**src/rtl/wth_pkg.sv**
```systemverilog
// shared types, constants and the key weight table for the word tokenizer and hash unit
// no dependencies

package wth_pkg;

	localparam int unsigned TABLE_SIZE_DEF   = 599999;
	localparam int unsigned MAX_WORD_LEN_DEF = 50;

	localparam int unsigned HASH_W = 20;
	localparam int unsigned LEN_W  = 6;
	localparam int unsigned CHAR_W = 7;
	localparam int unsigned WSQ_W  = 14;
	localparam int unsigned PROD_W = CHAR_W + WSQ_W;

	// restoring reduction of the product, a few constant compare/subtract steps per stage
	localparam int unsigned RED_STEPS = PROD_W;
	localparam int unsigned RED_PER   = 3;
	localparam int unsigned RED_STG   = (RED_STEPS + RED_PER - 1) / RED_PER;
	localparam int unsigned RED_DW    = PROD_W + HASH_W;

	localparam int unsigned QDEPTH = 4;
	localparam int unsigned QAW    = $clog2(QDEPTH);

	localparam logic [7:0]  ASCII_UP_A = 8'h41;
	localparam logic [7:0]  ASCII_UP_Z = 8'h5A;
	localparam logic [7:0]  ASCII_LO_A = 8'h61;
	localparam logic [7:0]  ASCII_LO_Z = 8'h7A;
	localparam logic [LEN_W-1:0] LEN_SAT = '1;

	typedef struct packed {
		logic [7:0] data_byte;
		logic       end_of_text;
	} in_beat_t;

	typedef struct packed {
		logic [HASH_W-1:0] word_hash;
		logic [LEN_W-1:0]  word_length;
		logic              too_long;
	} out_beat_t;

	// classified byte as it travels through the queue
	typedef struct packed {
		logic              is_letter;
		logic              eot;
		logic [CHAR_W-1:0] ch;
	} tok_t;

	typedef struct packed {
		logic full;
		logic empty;
	} q_stat_t;

	// squared weights of the key string "Murasame"
	function automatic logic [WSQ_W-1:0] key_wsq(input logic [2:0] pos);
		logic [WSQ_W-1:0] v;
		unique case (pos)
			3'd0: v = 14'd5929;
			3'd1: v = 14'd13689;
			3'd2: v = 14'd12996;
			3'd3: v = 14'd9409;
			3'd4: v = 14'd13225;
			3'd5: v = 14'd9409;
			3'd6: v = 14'd11881;
			3'd7: v = 14'd10201;
			default: v = '0;
		endcase
		return v;
	endfunction

endpackage

```
**src/rtl/wth_front.sv**
```systemverilog
// front end: takes text beats, classifies letters and separators, lowercases letters
// depends on wth_pkg

module wth_front (
	input  logic             byte_valid,
	output logic             byte_stall,
	input  wth_pkg::in_beat_t byte_data,
	input  wth_pkg::q_stat_t q_stat,
	output logic             push,
	output wth_pkg::tok_t    push_tok
);
	import wth_pkg::*;

	logic upper;
	logic lower;

	assign upper = (byte_data.data_byte >= ASCII_UP_A) && (byte_data.data_byte <= ASCII_UP_Z);
	assign lower = (byte_data.data_byte >= ASCII_LO_A) && (byte_data.data_byte <= ASCII_LO_Z);

	assign byte_stall = q_stat.full;
	assign push       = byte_valid && !q_stat.full;

	always_comb begin
		push_tok.is_letter = upper || lower;
		push_tok.eot       = byte_data.end_of_text;
		// setting bit 5 lowercases a letter
		push_tok.ch        = byte_data.data_byte[CHAR_W-1:0] | 7'h20;
	end

endmodule

```
**src/rtl/wth_queue.sv**
```systemverilog
// short queue of classified bytes between front and back
// depends on wth_pkg

module wth_queue (
	input  logic             clk,
	input  logic             arst_n,
	input  logic             push,
	input  wth_pkg::tok_t    push_tok,
	input  logic             pop,
	output wth_pkg::tok_t    pop_tok,
	output wth_pkg::q_stat_t q_stat
);
	import wth_pkg::*;

	tok_t             mem_q [QDEPTH];
	logic [QAW-1:0]   wr_ptr_q;
	logic [QAW-1:0]   rd_ptr_q;
	logic [QAW:0]     cnt_q;

	always_ff @(posedge clk or negedge arst_n) begin
		if (!arst_n) begin
			wr_ptr_q <= '0;
			rd_ptr_q <= '0;
			cnt_q    <= '0;
		end else begin
			if (push) wr_ptr_q <= wr_ptr_q + 1'b1;
			if (pop)  rd_ptr_q <= rd_ptr_q + 1'b1;
			if (push && !pop) cnt_q <= cnt_q + 1'b1;
			else if (pop && !push) cnt_q <= cnt_q - 1'b1;
		end
	end

	always_ff @(posedge clk) begin
		if (push) mem_q[wr_ptr_q] <= push_tok;
	end

	assign pop_tok      = mem_q[rd_ptr_q];
	assign q_stat.full  = (cnt_q == (QAW+1)'(QDEPTH));
	assign q_stat.empty = (cnt_q == '0);

endmodule

```
**src/rtl/wth_back.sv**
```systemverilog
// back end: weight multiply, pipelined modulo reduction, word accumulator, output register
// depends on wth_pkg

module wth_back #(
	parameter int unsigned TABLE_SIZE   = wth_pkg::TABLE_SIZE_DEF,
	parameter int unsigned MAX_WORD_LEN = wth_pkg::MAX_WORD_LEN_DEF
) (
	input  logic               clk,
	input  logic               arst_n,
	input  wth_pkg::q_stat_t   q_stat,
	input  wth_pkg::tok_t      pop_tok,
	output logic               pop,
	output logic               word_valid,
	input  logic               word_stall,
	output wth_pkg::out_beat_t word_data
);
	import wth_pkg::*;

	localparam logic [RED_DW-1:0] TS_W = RED_DW'(TABLE_SIZE);

	logic adv;

	// stage 1: product of letter and squared weight
	logic [2:0]        pos_q;
	logic              v_s1;
	logic              let_s1;
	logic              eot_s1;
	logic [PROD_W-1:0] prod_s1;

	// reduction stages, index 0 is fed by stage 1
	logic              v_sn   [RED_STG];
	logic              let_sn [RED_STG];
	logic              eot_sn [RED_STG];
	logic [PROD_W-1:0] rem_sn [RED_STG];

	// open word
	logic [HASH_W-1:0] res_q;
	logic [LEN_W-1:0]  cnt_q;
	logic              inword_q;

	logic              out_valid_q;
	out_beat_t         out_data_q;

	assign adv = !out_valid_q || !word_stall;
	assign pop = adv && !q_stat.empty;

	always_ff @(posedge clk or negedge arst_n) begin
		if (!arst_n) begin
			pos_q <= '0;
			v_s1  <= 1'b0;
		end else if (adv) begin
			v_s1 <= !q_stat.empty;
			if (!q_stat.empty) begin
				if (pop_tok.is_letter && !pop_tok.eot) pos_q <= pos_q + 1'b1;
				else pos_q <= '0;
			end
		end
	end

	always_ff @(posedge clk) begin
		if (adv) begin
			let_s1  <= pop_tok.is_letter;
			eot_s1  <= pop_tok.eot;
			prod_s1 <= PROD_W'(pop_tok.ch) * PROD_W'(key_wsq(pos_q));
		end
	end

	for (genvar g = 0; g < RED_STG; g++) begin : g_red
		logic              v_in;
		logic              let_in;
		logic              eot_in;
		logic [PROD_W-1:0] rem_in;
		logic [PROD_W-1:0] rem_nx;

		if (g == 0) begin : g_first
			assign v_in   = v_s1;
			assign let_in = let_s1;
			assign eot_in = eot_s1;
			assign rem_in = prod_s1;
		end else begin : g_next
			assign v_in   = v_sn[g-1];
			assign let_in = let_sn[g-1];
			assign eot_in = eot_sn[g-1];
			assign rem_in = rem_sn[g-1];
		end

		always_comb begin
			logic [RED_DW-1:0] d;
			rem_nx = rem_in;
			for (int k = 0; k < RED_PER; k++) begin
				if (g * RED_PER + k < RED_STEPS) begin
					d = TS_W << (RED_STEPS - 1 - (g * RED_PER + k));
					if (RED_DW'(rem_nx) >= d) rem_nx = rem_nx - d[PROD_W-1:0];
				end
			end
		end

		always_ff @(posedge clk or negedge arst_n) begin
			if (!arst_n) begin
				v_sn[g] <= 1'b0;
			end else if (adv) begin
				v_sn[g] <= v_in;
			end
		end

		always_ff @(posedge clk) begin
			if (adv) begin
				let_sn[g] <= let_in;
				eot_sn[g] <= eot_in;
				rem_sn[g] <= rem_nx;
			end
		end
	end

	// accumulate: one add and one compare against the table size
	logic              v_l;
	logic              close;
	logic [HASH_W:0]   sum;
	logic [HASH_W-1:0] res_nx;
	logic [LEN_W-1:0]  cnt_nx;
	logic              in_nx;

	assign v_l   = v_sn[RED_STG-1];
	assign close = !let_sn[RED_STG-1] || eot_sn[RED_STG-1];
	assign sum   = {1'b0, res_q} + (HASH_W+1)'(rem_sn[RED_STG-1]);

	always_comb begin
		if (let_sn[RED_STG-1]) begin
			res_nx = (sum >= (HASH_W+1)'(TABLE_SIZE)) ?
				HASH_W'(sum - (HASH_W+1)'(TABLE_SIZE)) : sum[HASH_W-1:0];
			cnt_nx = (cnt_q == LEN_SAT) ? cnt_q : cnt_q + 1'b1;
			in_nx  = 1'b1;
		end else begin
			res_nx = res_q;
			cnt_nx = cnt_q;
			in_nx  = inword_q;
		end
	end

	always_ff @(posedge clk or negedge arst_n) begin
		if (!arst_n) begin
			res_q       <= '0;
			cnt_q       <= '0;
			inword_q    <= 1'b0;
			out_valid_q <= 1'b0;
		end else if (adv) begin
			out_valid_q <= v_l && close && in_nx;
			if (v_l) begin
				if (close) begin
					res_q    <= '0;
					cnt_q    <= '0;
					inword_q <= 1'b0;
				end else begin
					res_q    <= res_nx;
					cnt_q    <= cnt_nx;
					inword_q <= in_nx;
				end
			end
		end
	end

	always_ff @(posedge clk) begin
		if (adv) begin
			out_data_q.word_hash   <= res_nx;
			out_data_q.word_length <= cnt_nx;
			out_data_q.too_long    <= (cnt_nx > LEN_W'(MAX_WORD_LEN));
		end
	end

	assign word_valid = out_valid_q;
	assign word_data  = out_data_q;

endmodule

```
**src/rtl/word_tokenize_and_hash_unit.sv**
```systemverilog
// top level of the word tokenizer and hash unit
// depends on wth_pkg, wth_front, wth_queue, wth_back

// Takes a text stream one byte beat per cycle and returns one beat per finished word
// carrying its hash, letter count (saturating at 63) and a too-long flag. Letters A-Z and
// a-z form words, any other byte closes an open word, and end_of_text closes the word after
// hashing its own byte if that byte is a letter. Each letter is lowercased and multiplied by
// the square of a weight from the key "Murasame" picked by position in the word, and the
// products are summed modulo TABLE_SIZE. Throughput is one byte per cycle, sustained while
// the output side keeps up; word_valid rises once the closing byte has passed from the
// queue through the multiply register, the restoring reduction stages, then the
// accumulator/output register. The rate is set by the accumulator, which folds one
// reduced product into the running residue per cycle with one add and one compare. A
// four-beat queue separates the input from the arithmetic pipeline, so up to four more
// beats are taken while a finished word beat waits. No clearing pass after reset.

module word_tokenize_and_hash_unit #(
	parameter int unsigned TABLE_SIZE   = wth_pkg::TABLE_SIZE_DEF,
	parameter int unsigned MAX_WORD_LEN = wth_pkg::MAX_WORD_LEN_DEF
) (
	input  logic               clk,
	input  logic               arst_n,
	input  logic               byte_valid,
	output logic               byte_stall,
	input  wth_pkg::in_beat_t  byte_data,
	output logic               word_valid,
	input  logic               word_stall,
	output wth_pkg::out_beat_t word_data
);
	import wth_pkg::*;

	q_stat_t q_stat;
	logic    push;
	logic    pop;
	tok_t    push_tok;
	tok_t    pop_tok;

	// classify and lowercase incoming beats
	wth_front u_front (
		.byte_valid (byte_valid),
		.byte_stall (byte_stall),
		.byte_data  (byte_data),
		.q_stat     (q_stat),
		.push       (push),
		.push_tok   (push_tok)
	);

	// decouples the input handshake from the arithmetic pipeline
	wth_queue u_queue (
		.clk      (clk),
		.arst_n   (arst_n),
		.push     (push),
		.push_tok (push_tok),
		.pop      (pop),
		.pop_tok  (pop_tok),
		.q_stat   (q_stat)
	);

	// multiply, reduce, accumulate, and hold the word beat
	wth_back #(
		.TABLE_SIZE   (TABLE_SIZE),
		.MAX_WORD_LEN (MAX_WORD_LEN)
	) u_back (
		.clk        (clk),
		.arst_n     (arst_n),
		.q_stat     (q_stat),
		.pop_tok    (pop_tok),
		.pop        (pop),
		.word_valid (word_valid),
		.word_stall (word_stall),
		.word_data  (word_data)
	);

`ifndef SYNTHESIS
	// queue can't claim full and empty at once
	a_q_stat: assert property (@(posedge clk) disable iff (!arst_n)
		!(q_stat.full && q_stat.empty))
		else $error("queue full and empty together");

	// at most one pop per cycle, so a full queue is never empty next cycle
	a_q_drain: assert property (@(posedge clk) disable iff (!arst_n)
		q_stat.full |=> !q_stat.empty)
		else $error("queue drained too fast");

	// reported hash is fully reduced
	a_hash_range: assert property (@(posedge clk) disable iff (!arst_n)
		word_valid |-> (word_data.word_hash < HASH_W'(TABLE_SIZE)))
		else $error("word hash not reduced");

	// a reported word has at least one letter
	a_len_nz: assert property (@(posedge clk) disable iff (!arst_n)
		word_valid |-> (word_data.word_length != '0))
		else $error("empty word reported");
`endif

endmodule

```
**config.mk**
```make
export PLATFORM = sky130hd
export DESIGN_NAME = word_tokenize_and_hash_unit
export DESIGN_NICKNAME = d
export VERILOG_FILES = /design/src/rtl/wth_pkg.sv /design/src/rtl/wth_front.sv /design/src/rtl/wth_queue.sv /design/src/rtl/wth_back.sv /design/src/rtl/word_tokenize_and_hash_unit.sv
export SDC_FILE = /design/constraint.sdc
export NUM_CORES = 1
export LEC_CHECK = 0
export BUFFER_PORTS_ARGS = -buffer_cell sky130_fd_sc_hd__clkbuf_2
export CAP_MARGIN = 20
export CORE_MARGIN = 2
export CORE_UTILIZATION = 52
export CTS_BUF_LIST = sky130_fd_sc_hd__clkbuf_4
export DETAILED_ROUTE_END_ITERATION = 16
export PLACE_DENSITY = 0.68
export SETUP_SLACK_MARGIN = 0.2
export SLEW_MARGIN = 10
export SYNTH_ARGS = -nofsm -noshare
export SYNTH_HDL_FRONTEND = slang
export SYNTH_SLANG_ARGS = --single-unit
```
**constraint.sdc**
```tcl
create_clock -name clk -period 16.33 [get_ports clk]
set_clock_uncertainty 0.15 [all_clocks]
set_input_delay 2.4495 -clock clk [delete_from_list [all_inputs] [get_ports clk]]
set_output_delay 2.4495 -clock clk [all_outputs]
set_load 0.02 [all_outputs]
```
Word level (Yosys, flattened, before mapping)

Memory sizes are Yosys's and may differ from the RTL's.
Cells that the tools add are included.

Flip-flop bits (word level): 96
Latch bits: 0
Memory bits (writable): 193
Memory bits (read-only): 104
Output and inout port bits: 29
Memories: 5

Memories:

| name             | words | bits a word | rd ports | clocked after Yosys merged registers in | wr ports | RTL line        | RTL |
|---|---|---|---|---|---|---|---|
| u_back.rem_sn    | 7     | 21          | 7        | 0                                       | 7        | wth_back.sv:34  | `logic [PROD_W-1:0] rem_sn [RED_STG];` |
| (name not given) | 8     | 13          | 1        | 0                                       | 0        | wth_pkg.sv:56   | `unique case (pos)` |
| u_queue.mem_q    | 4     | 8           | 1        | 0                                       | 1        | wth_queue.sv:15 | `tok_t mem_q [QDEPTH];` |
| u_back.eot_sn    | 7     | 1           | 7        | 0                                       | 7        | wth_back.sv:33  | `logic eot_sn [RED_STG];` |
| u_back.let_sn    | 7     | 1           | 7        | 0                                       | 7        | wth_back.sv:32  | `logic let_sn [RED_STG];` |

Add/subtract/negate cells: 10
$mul: 1
Divide/modulo/power cells: 0
$lt $le $gt $ge: 8
Equality and inequality tests: 2
Shift-type cells: 0
Multiplexer cells: 18
Bitwise operators: 1
Reductions and logical operators: 24

Operators by type and width:

| cell                     | count |
|---|---|
| $mux W20                 | 3 |
| $ge A21 B20 Y1 const B   | 2 |
| $mux W21                 | 2 |
| $add A20 B21 Y21         | 1 |
| $ge A21 B21 Y1 const B   | 1 |
| $mul A7 B14 Y21          | 1 |
| $sub A21 B20 Y21 const B | 1 |
| $sub A21 B21 Y21 const B | 1 |
| $sub A20 B20 Y20 const B | 1 |
| $mux W6                  | 3 |
| $ge A8 B7 Y1 const B     | 2 |
| $le A8 B7 Y1 const B     | 2 |
| $mux W14                 | 1 |
| $logic_and A1 B1 Y1      | 9 |
| $mux W3                  | 3 |
| $logic_not A1 Y1         | 8 |
| $add A3 B1 Y3 const B    | 2 |
| $add A6 B1 Y6 const B    | 1 |
| $eq A6 B6 Y1 const B     | 1 |
| $gt A6 B6 Y1 const B     | 1 |
| $mux W1                  | 6 |
| $add A2 B1 Y2 const B    | 2 |
| $reduce_and A2 Y1        | 2 |
| $eq A3 B3 Y1 const B     | 1 |
| other kinds (5)          | 7 |

Longest topological paths before layout

Gate-level depths: netlist (run 1).

Word-level depth: 7
Depth in mapped cells: 25
Depth with buffers taken out: 23

Hierarchy

From an unflattened synthesis (run 1), not the netlist that was laid out.

Cells, all modules: 1276
Area, all modules: 15942.8 µm²

By module, submodules not included:

| module    | instances | cells an instance | area each (µm²) | seq. area each (µm²) |
|---|---|---|---|---|
| wth_back  | 1         | 1179              | 14141.1         | 7312.0 |
| wth_queue | 1         | 81                | 1694.1          | 1256.2 |
| wth_front | 1         | 16                | 107.6           | 0.0 |

Least setup slack after synthesis (run 1)

OpenSTA, ideal clock, no wires.

Path type: input-to-reg
From: input word_stall
To: register u_back.v_sn, in the netlist u_back.g_red[1].v_in
Data arrival time: 9388 ps
Slack: 6695 ps
Stages: 3
Path buffers: 1
Cell sequence: nand2_1 -> clkbuf_1 -> mux2_2

Longest elaborated chain between the ends: 2

Ends and longest elaborated chain:

| what                            | RTL line                          | RTL |
|---|---|---|
| from (decl)                     | word_tokenize_and_hash_unit.sv:27 | `input logic word_stall,` |
| $logic_not A1 Y1                | wth_back.sv:44                    | `assign adv = !out_valid_q \|\| !word_stall;` |
| $logic_or A1 B1 Y1              | wth_back.sv:44                    |  |
| to (signal, indexed assignment) | wth_back.sv:102                   | `v_sn[g] <= v_in;` |
| to (decl)                       | wth_back.sv:31                    | `logic v_sn [RED_STG];` |

Every way passes these cells.
A chain may end at the register's enable or synchronous reset.

Worst setup path after layout (run 1)

From: register u_queue.rd_ptr_q[1]
To: register u_back.prod_s1[17], in the netlist u_back.g_red[0].rem_in[17] (data pin)

Longest elaborated chain between the ends: 2

Ends and longest elaborated chain:

| what                   | RTL line        | RTL |
|---|---|---|
| from (decl)            | wth_queue.sv:17 | `logic [QAW-1:0] rd_ptr_q;` |
| from (signal assigned) | wth_queue.sv:27 | `if (pop) rd_ptr_q <= rd_ptr_q + 1'b1;` |
| $mem_v2 Z4 W8          | -               |  |
| $mul A7 B14 Y21        | wth_back.sv:64  | `prod_s1 <= PROD_W'(pop_tok.ch) * PROD_W'(key_wsq(pos_q));` |
| to (signal assigned)   | wth_back.sv:64  |  |
| to (decl)              | wth_back.sv:28  | `logic [PROD_W-1:0] prod_s1;` |

Every way passes these cells.

==> results of run 1 <==
synthesized netlist by cell type, drive strengths merged (27+ instances only):
| cell | n | area share (%) |
|---|---|---|
| inv | 109 | 2.5 |
| edfxtp | 243 | 44 |
| fa | 55 | 6.7 |
| xnor2 | 52 | 2.8 |
| nand3 | 37 | 1.1 |
| ha | 76 | 5.8 |
| clkbuf | 39 | 0.89 |
| o21ai | 64 | 2.0 |
| xor2 | 27 | 1.5 |
| dfrtp | 46 | 7.0 |
| nand2 | 120 | 2.7 |
| a21oi | 53 | 1.7 |
| a31oi | 29 | 1.1 |
| nor3 | 29 | 0.88 |
| nor2 | 110 | 2.5 |
layer usage:
metal  share of wire (%)  GRT usage (%)
met4                 2.3           7.68
met3                 5.1           3.95
met1                  43           24.6
met2                  50           32.0
met5                   0              0
cell type report:
| type | instances | share of cell area, % |
|---|---|---|
| Clock inverter | 21 | 0.584 |
| Multi-Input combinational cell | 970 | 41.0 |
| Clock buffer | 112 | 4.67 |
| Sequential cell | 289 | 47.0 |
| Tap cell | 402 | 2.80 |
| Timing Repair Buffer | 50 | 1.64 |
| Inverter | 110 | 2.30 |
| Antenna cell | 1 | 0.0139 |
state kept, by name, summed over array words and instances (netlist names), 3 cells and up:
signal,flops
u_back.let_sn,7
u_back.pos_q,3
u_queue.cnt_q,3
u_back.word_data,27
u_back.eot_sn,7
u_back.g_red.v_in,7
u_back.res_q,20
u_queue.mem_q,32
u_back.rem_sn,147
u_back.g_red.rem_in,21
u_back.cnt_q,6
stage by stage:
step	util (%)	hold slack [ns]	area, um^2
6_report	57.3	0.232	18000
5_1_grt	57.3	0.252	18000
4_1_cts	57.2	0.223	18000
3_5_place_dp	54.2	0.255	17000
3_3_place_gp	54.2	0.250	17000
2_1_floorplan	-	0.250	16500
worst max-delay path, delay by kind of cell (launching register included):
family | cells | cell delay [ns]
multiplexers | 1 | 0.42
adder cells (fa/ha/maj) | 5 | 2.43
AND/OR/NAND/NOR | 1 | 0.16
XOR/XNOR | 1 | 0.09
buffers and inverters | 5 | 0.27
flip-flops | 1 | 0.74
AO/OA/AOI/OAI | 8 | 2.00
how the worst max path moves through the flow:
stage | end | slack (ns) | cells past startpoint
6_report | u_back.g_red[0].rem_in[17]$_DFFE_PN_ | 9.72 | 21
5_1_grt | u_back.g_red[0].rem_in[17]$_DFFE_PN_ | 9.37 | 21
4_1_cts | u_back.g_red[0].rem_in[17]$_DFFE_PN_ | 9.65 | 21
3_5_place_dp | u_back.g_red[0].rem_in[17]$_DFFE_PN_ | 9.77 | 21
3_3_place_gp | u_back.g_red[0].rem_in[17]$_DFFE_PN_ | 9.86 | 21
2_1_floorplan | u_back.g_red[1].v_in$_DFFE_PN0N_ | 6.69 | 3
cell families (layout without fill, tap and decap cells):
kind of cell / Yosys count / after routing / share of synthesized area, %
DFF: 289 / 289 / 51.2
muxes: 38 / 38 / 2.67
buffers and inverters: 169 / 293 / 4.09
other: 0 / 1 / 0
xor gates and xnor gates: 79 / 79 / 4.24
and+or+nand+nor: 439 / 439 / 13.0
adders and majority gates: 131 / 131 / 12.4
AOI/OAI and AO/OA: 283 / 283 / 12.3
==> key figures, run 1 <==
Route
  – WL per Instance: 15.9 um
  – Drt drc: 0
  – Vias: roughly 11000
  – Post-Route WL: ~31000 um
  – Post-route ant nets: 0
  – Vias per inst: 5.67
  – Drt first-iter violations: 800
  – Router iterations before antenna repair: 5

Timing
  – Tcrit/Tclk final: approximately 40%
  – Slew Limit Fails: 0
  – Fmax: 151 MHz
  – Hold Vio Cnt, Final: 0
  – Final setup TNS: 0 ns
  – Setup violators final: 0
  – Tightest Pin Transition: about 1.1 ns
  – Tmin final: ~6.6 ns
  – Setup WS post-layout: just under 10 ns
  – Setup repair after global routing missed its margin: no
  – Slew headroom: between 20% and 30%

Yosys
  – Post-Syn Nets: around 1600
  – Synth Register Bits: approximately 290
  – Asr flop ratio synth: 15.9%
  – Netlist cell types: 88
  – Synth Area per Inst: ~12 um^2
  – Most used DFF post-synth: edfxtp_1
  – Yosys warning count: 0
  – Post-synthesis sequential area ratio: approximately half
  – Post-Syn Area: 16500 um^2
  – Number of synthesized flops with an enable pin: around 240
  – Post-Synthesis Cells: approximately 1400

Clock tree
  – CTS tree: yes
  – Num CTS Buffers: 76
  – CTS resizes: 0
  – Cts hold-fix bufs: 0
  – Reg clk slew, reported paths: approximately 0.070 ns
  – Clk Latency, worst-skew pair: between 0.6 and 0.7 ns
  – Total clock sinks: 289
  – Post-CTS setup buffer count: 0
  – Clock root cell: clkbuf_4
  – Htree depth: 3
  – Clk buf depth: 3

Hold path
  – Hold WC Path Type: register to register
  – Hold path endpoint: u_back.rem_sn[0][9]$_DFFE_PN_
  – Min-delay src: u_back.g_red[0].rem_in[9]$_DFFE_PN_
  – Hold Path Depth: 0

Worst setup path
  – Critical path launch point type: register
  – Crit-path max FO: 14
  – Crit path top cell by count: inv_1
  – Crit-path max cell delay: approximately 0.74 ns
  – FF-to-FF End: u_back.g_red[0].rem_in[17]$_DFFE_PN_
  – Crit. Startpoint: u_queue.rd_ptr_q[1]$_DFFE_PN0P_
  – Worst Path Required: around 17 ns
  – Critical path arrival: approximately 6.8 ns
  – Critical path class: register to register
  – Slowest CP cell: dfrtp_1
  – R2R Path Start: u_queue.rd_ptr_q[1]$_DFFE_PN0P_
  – Worst Setup End Kind: register
  – Worst-path cell chain: mux2_2 -> o21ai_1 -> nor2_1 -> fa_1 -> inv_1 -> fa_1 -> inv_1 -> fa_1 -> inv_1 -> fa_1 -> inv_1 -> ha_1 -> inv_1 -> o21bai_1 -> a21oi_1 -> o21bai_1 -> a41oi_1 -> a21oi_1 -> a21o_1 -> a21oi_1 -> xnor2_1
  – FF-to-FF setup slack: roughly 9.7 ns
  – Cell count of the worst reg-to-reg path: 21

Layout
  – Synth-to-Final Area Change: 9.08%
  – Proportion of layout cells with a drive suffix above 1: roughly 15%
  – Commonest non-fill, non-tap cell in the layout: edfxtp_1
  – Post-Layout Cell Count: between 1500 and 2000
  – Multi-input logic area: 7380 um^2
  – Filler cell count: around 2700
  – Sequential standard cell area: around 8400 um^2
  – Layout net count: 1641
  – Most frequent cells in the layout: 243 x edfxtp_1, 118 x nand2_1, 112 x clkbuf_4

Run status
  – Status: finished clean

Run
  – Max cap viols: 0

Floorplanning
  – Die height: between 150 and 200 um
  – Initial Utilization: 52.5%
  – Number of I/O pins: 42
  – Cell Rows: 65
  – Die width: around 180 um
  – Core area: ~31000 um^2
  – Die area: around 33000 um^2

Placement
  – Place WS: around 9.8 ns
  – IO Port Bufs: 40
  – Placer congestion estimate: 0.877
  – DP HPWL: 21700 um
  – Inst Count DP: 1820

Global routing
  – Aggregate global-route resource usage: approximately a fifth
  – First-pass GRT wire length: 51800 um
  – Initial antenna violation count: 1
  – Largest net degree at the start of global routing: about 190
  – GRT Residual Overflow: 0
  – Vias in the first global route: 10900
Power of run 1 is not shown: default switching activity piles up to over one toggle a cycle in this logic, so the estimate is an artifact.
==> run 2, diff against run 1 <==
PLACE_DENSITY = 0.71   (was 0.68)
clock period = 5.6 ns   (was 16.33 ns; I/O delays follow)
==> key figures, run 2 (synthesized netlist as in run 1, its figures left out) <==
Route
  – WL per Instance: 16.4 um (+3.3%)
  – Post-Route WL: 33000 um (+6.4%)
  – Drt drc: 0 (unchanged)
  – Router iterations before antenna repair: 5 (unchanged)
  – Post-route ant nets: 0 (unchanged)
  – Drt first-iter violations: 745 (-6.9%)
  – Vias: 11500 (+3.6%)
  – Vias per inst: 5.70 (+0.52%)

Layout
  – Most frequent cells in the layout: 243 x edfxtp_1, 115 x nand2_1, 109 x clkbuf_4
  – Synth-to-Final Area Change: 13.8%
  – Filler cell count: 2566 (-3.2%)
  – Number of flip-flops in the largest register: 147 (unchanged)
  – Layout net count: 1699 (+3.5%)
  – Commonest non-fill, non-tap cell in the layout: edfxtp_1
  – Design Area, Final: 18800 um^2 (+4.3%)
  – Sequential standard cell area: 8450 um^2 (about the same)
  – Proportion of layout cells with a drive suffix above 1: 21.6% (+6.3 points)
  – Multi-input logic area: 7630 um^2 (+3.4%)
  – Biggest register: u_back.rem_sn

Timing
  – Hold Vio Cnt, Final: 0 (unchanged)
  – Final setup TNS: 0 ns (unchanged)
  – Setup repair after global routing missed its margin: yes
  – Hold slack: 0.0973 ns (-0.135 ns)
  – Setup WS post-layout: 0.230 ns (-9.49 ns)
  – Fmax: 186 MHz (+23%)
  – Tcrit/Tclk final: 95.9% (+55 points)
  – Slew headroom: 26.8% (-1.3 points)
  – Tmin final: 5.37 ns (-1.24 ns)
  – Tightest Pin Transition: 1.10 ns (+0.0270 ns)
  – Setup violators final: 0 (unchanged)
  – Slew Limit Fails: 0 (unchanged)

Worst setup path
  – Worst Path Required: 5.90 ns (-10.65 ns)
  – R2R Path Start: u_queue.rd_ptr_q[1]$_DFFE_PN0P_
  – FF-to-FF End: u_back.g_red[0].rem_in[19]$_DFFE_PN_
  – Worst Setup End Kind: register
  – Critical path launch point type: register
  – FF-to-FF setup slack: 0.23 ns (-9.49 ns)
  – Crit-path max FO: 5 (-9)
  – Critical path arrival: 5.67 ns (-1.15 ns)
  – Cell count of the worst reg-to-reg path: 24 (+14%)
  – Critical path class: register to register

Global routing
  – Aggregate global-route resource usage: 20.1% (+0.94 points)
  – First-pass GRT wire length: 54100 um (+4.5%)
  – Initial antenna violation count: 1 (unchanged)
  – Largest net degree at the start of global routing: 189 (-2.6%)
  – Vias in the first global route: 11200 (+3.1%)
  – GRT Residual Overflow: 0 (unchanged)

Clock tree
  – Clk buf depth: 3 (unchanged)
  – Num CTS Buffers: 77 (+1.3%)
  – Clock root cell: clkbuf_4
  – CTS tree: yes
  – Total clock sinks: 289 (unchanged)
  – Htree depth: 3 (unchanged)
  – Reg clk slew, reported paths: 0.07 ns (about the same)
  – Clk Latency, worst-skew pair: 0.72 ns (+0.03 ns)

Floorplanning
  – Cell Rows: 65 (unchanged)
  – Core area: 31400 um^2 (unchanged)
  – Die height: 182 um (unchanged)
  – Die area: 33200 um^2 (unchanged)
  – Number of I/O pins: 42 (unchanged)
  – Initial Utilization: 52.5% (unchanged)
  – Die width: 182 um (unchanged)

Placement
  – DP HPWL: 22600 um (+3.8%)
  – Area after DPL: 17400 um^2 (+2.3%)
  – Place WS: 0.0163 ns (-9.75 ns)
  – Placer congestion estimate: 0.881 (+0.50%)
  – IO Port Bufs: 40 (unchanged)

Hold path
  – Hold WC Path Type: input port to asynchronous set/reset pin

Run
  – Max cap viols: 0 (unchanged)

Run status
  – Status: finished clean
==> run 2: cell types whose count changed in the layout (fill, tap and decap cells not counted), moves of 5 or more <==
cell	before	now
nor2_2	1	6
ha_4	0	8
o21ai_2	1	8
nor2_1	109	104
a21oi_1	51	41
a21oi_2	0	10
inv_1	109	100
ha_1	76	66
inv_2	2	8
buf_4	8	59
==> run 2: repair_timing <==
item	4_1_cts	5_1_grt
buffers inserted	6	7
hold buffers	0	0
gates resized for setup	6	53
gates cloned	0	1
hold endpoints to repair	0	0
pin swaps	6	47
endpoints found under the setup margin	7	7
==> run 2: area by class of cell <==
type	instances	share of cell area (%)
clock inverters	26	0.967
inverters	110	2.22
flip-flops and latches	289	45.0
clock buffers	109	4.36
repair buffers	107	4.04
multi-input cells	970	40.7
well taps	402	2.68
diodes	1	0.0133
==> run 2: routing by layer <==
metal	vias to the layer above	global-route usage, %	routed length, um
li1	5522	-	-
met1	5547	26.2	14100
met2	335	33.1	16200
met3	74	3.59	1630
met4	0	9.06	1050
met5	-	0	0
==> run 2: how the worst max path moves through the flow <==
stage                               startpoint                                    to  slack, ns  cells after the start
5_1_grt        u_queue.rd_ptr_q[1]$_DFFE_PN0P_  u_back.g_red[0].rem_in[19]$_DFFE_PN_      0.003                     25
3_3_place_gp   u_queue.rd_ptr_q[1]$_DFFE_PN0P_  u_back.g_red[0].rem_in[17]$_DFFE_PN_       0.06                     23
4_1_cts        u_queue.rd_ptr_q[1]$_DFFE_PN0P_  u_back.g_red[0].rem_in[19]$_DFFE_PN_       0.18                     23
3_5_place_dp   u_queue.rd_ptr_q[1]$_DFFE_PN0P_  u_back.g_red[0].rem_in[17]$_DFFE_PN_       0.02                     23
6_report       u_queue.rd_ptr_q[1]$_DFFE_PN0P_  u_back.g_red[0].rem_in[19]$_DFFE_PN_       0.23                     24
2_1_floorplan  u_queue.rd_ptr_q[1]$_DFFE_PN0P_  u_back.g_red[0].rem_in[20]$_DFFE_PN_       0.18                     21
==> run 2: critical path: stages, from the launching register on <==
cell      delay, ns
dfrtp_2        0.44
buf_12         0.15
buf_4          0.13
mux2i_1        0.12
nand2_1        0.12
o21a_1         0.21
nand2_2        0.09
fa_1           0.53
inv_1          0.04
ha_1           0.26
inv_1          0.05
fa_1           0.52
inv_2          0.04
fa_1           0.55
ha_4           0.22
a21o_1         0.17
a21oi_2        0.16
o21bai_1       0.11
a21oi_2        0.19
o21bai_2       0.10
a41oi_2        0.26
a211o_1        0.18
nand3b_1       0.10
a21oi_2        0.16
xnor2_1        0.08
==> run 2: per-stage QoR <==
step	instances	util [%]
6_report	2014	59.8
5_1_grt	2014	59.8
4_1_cts	2004	58.9
3_5_place_dp	1863	55.5
3_3_place_gp	1863	55.5
2_1_floorplan	1428	-
Power of run 2 is left out for the same reason.
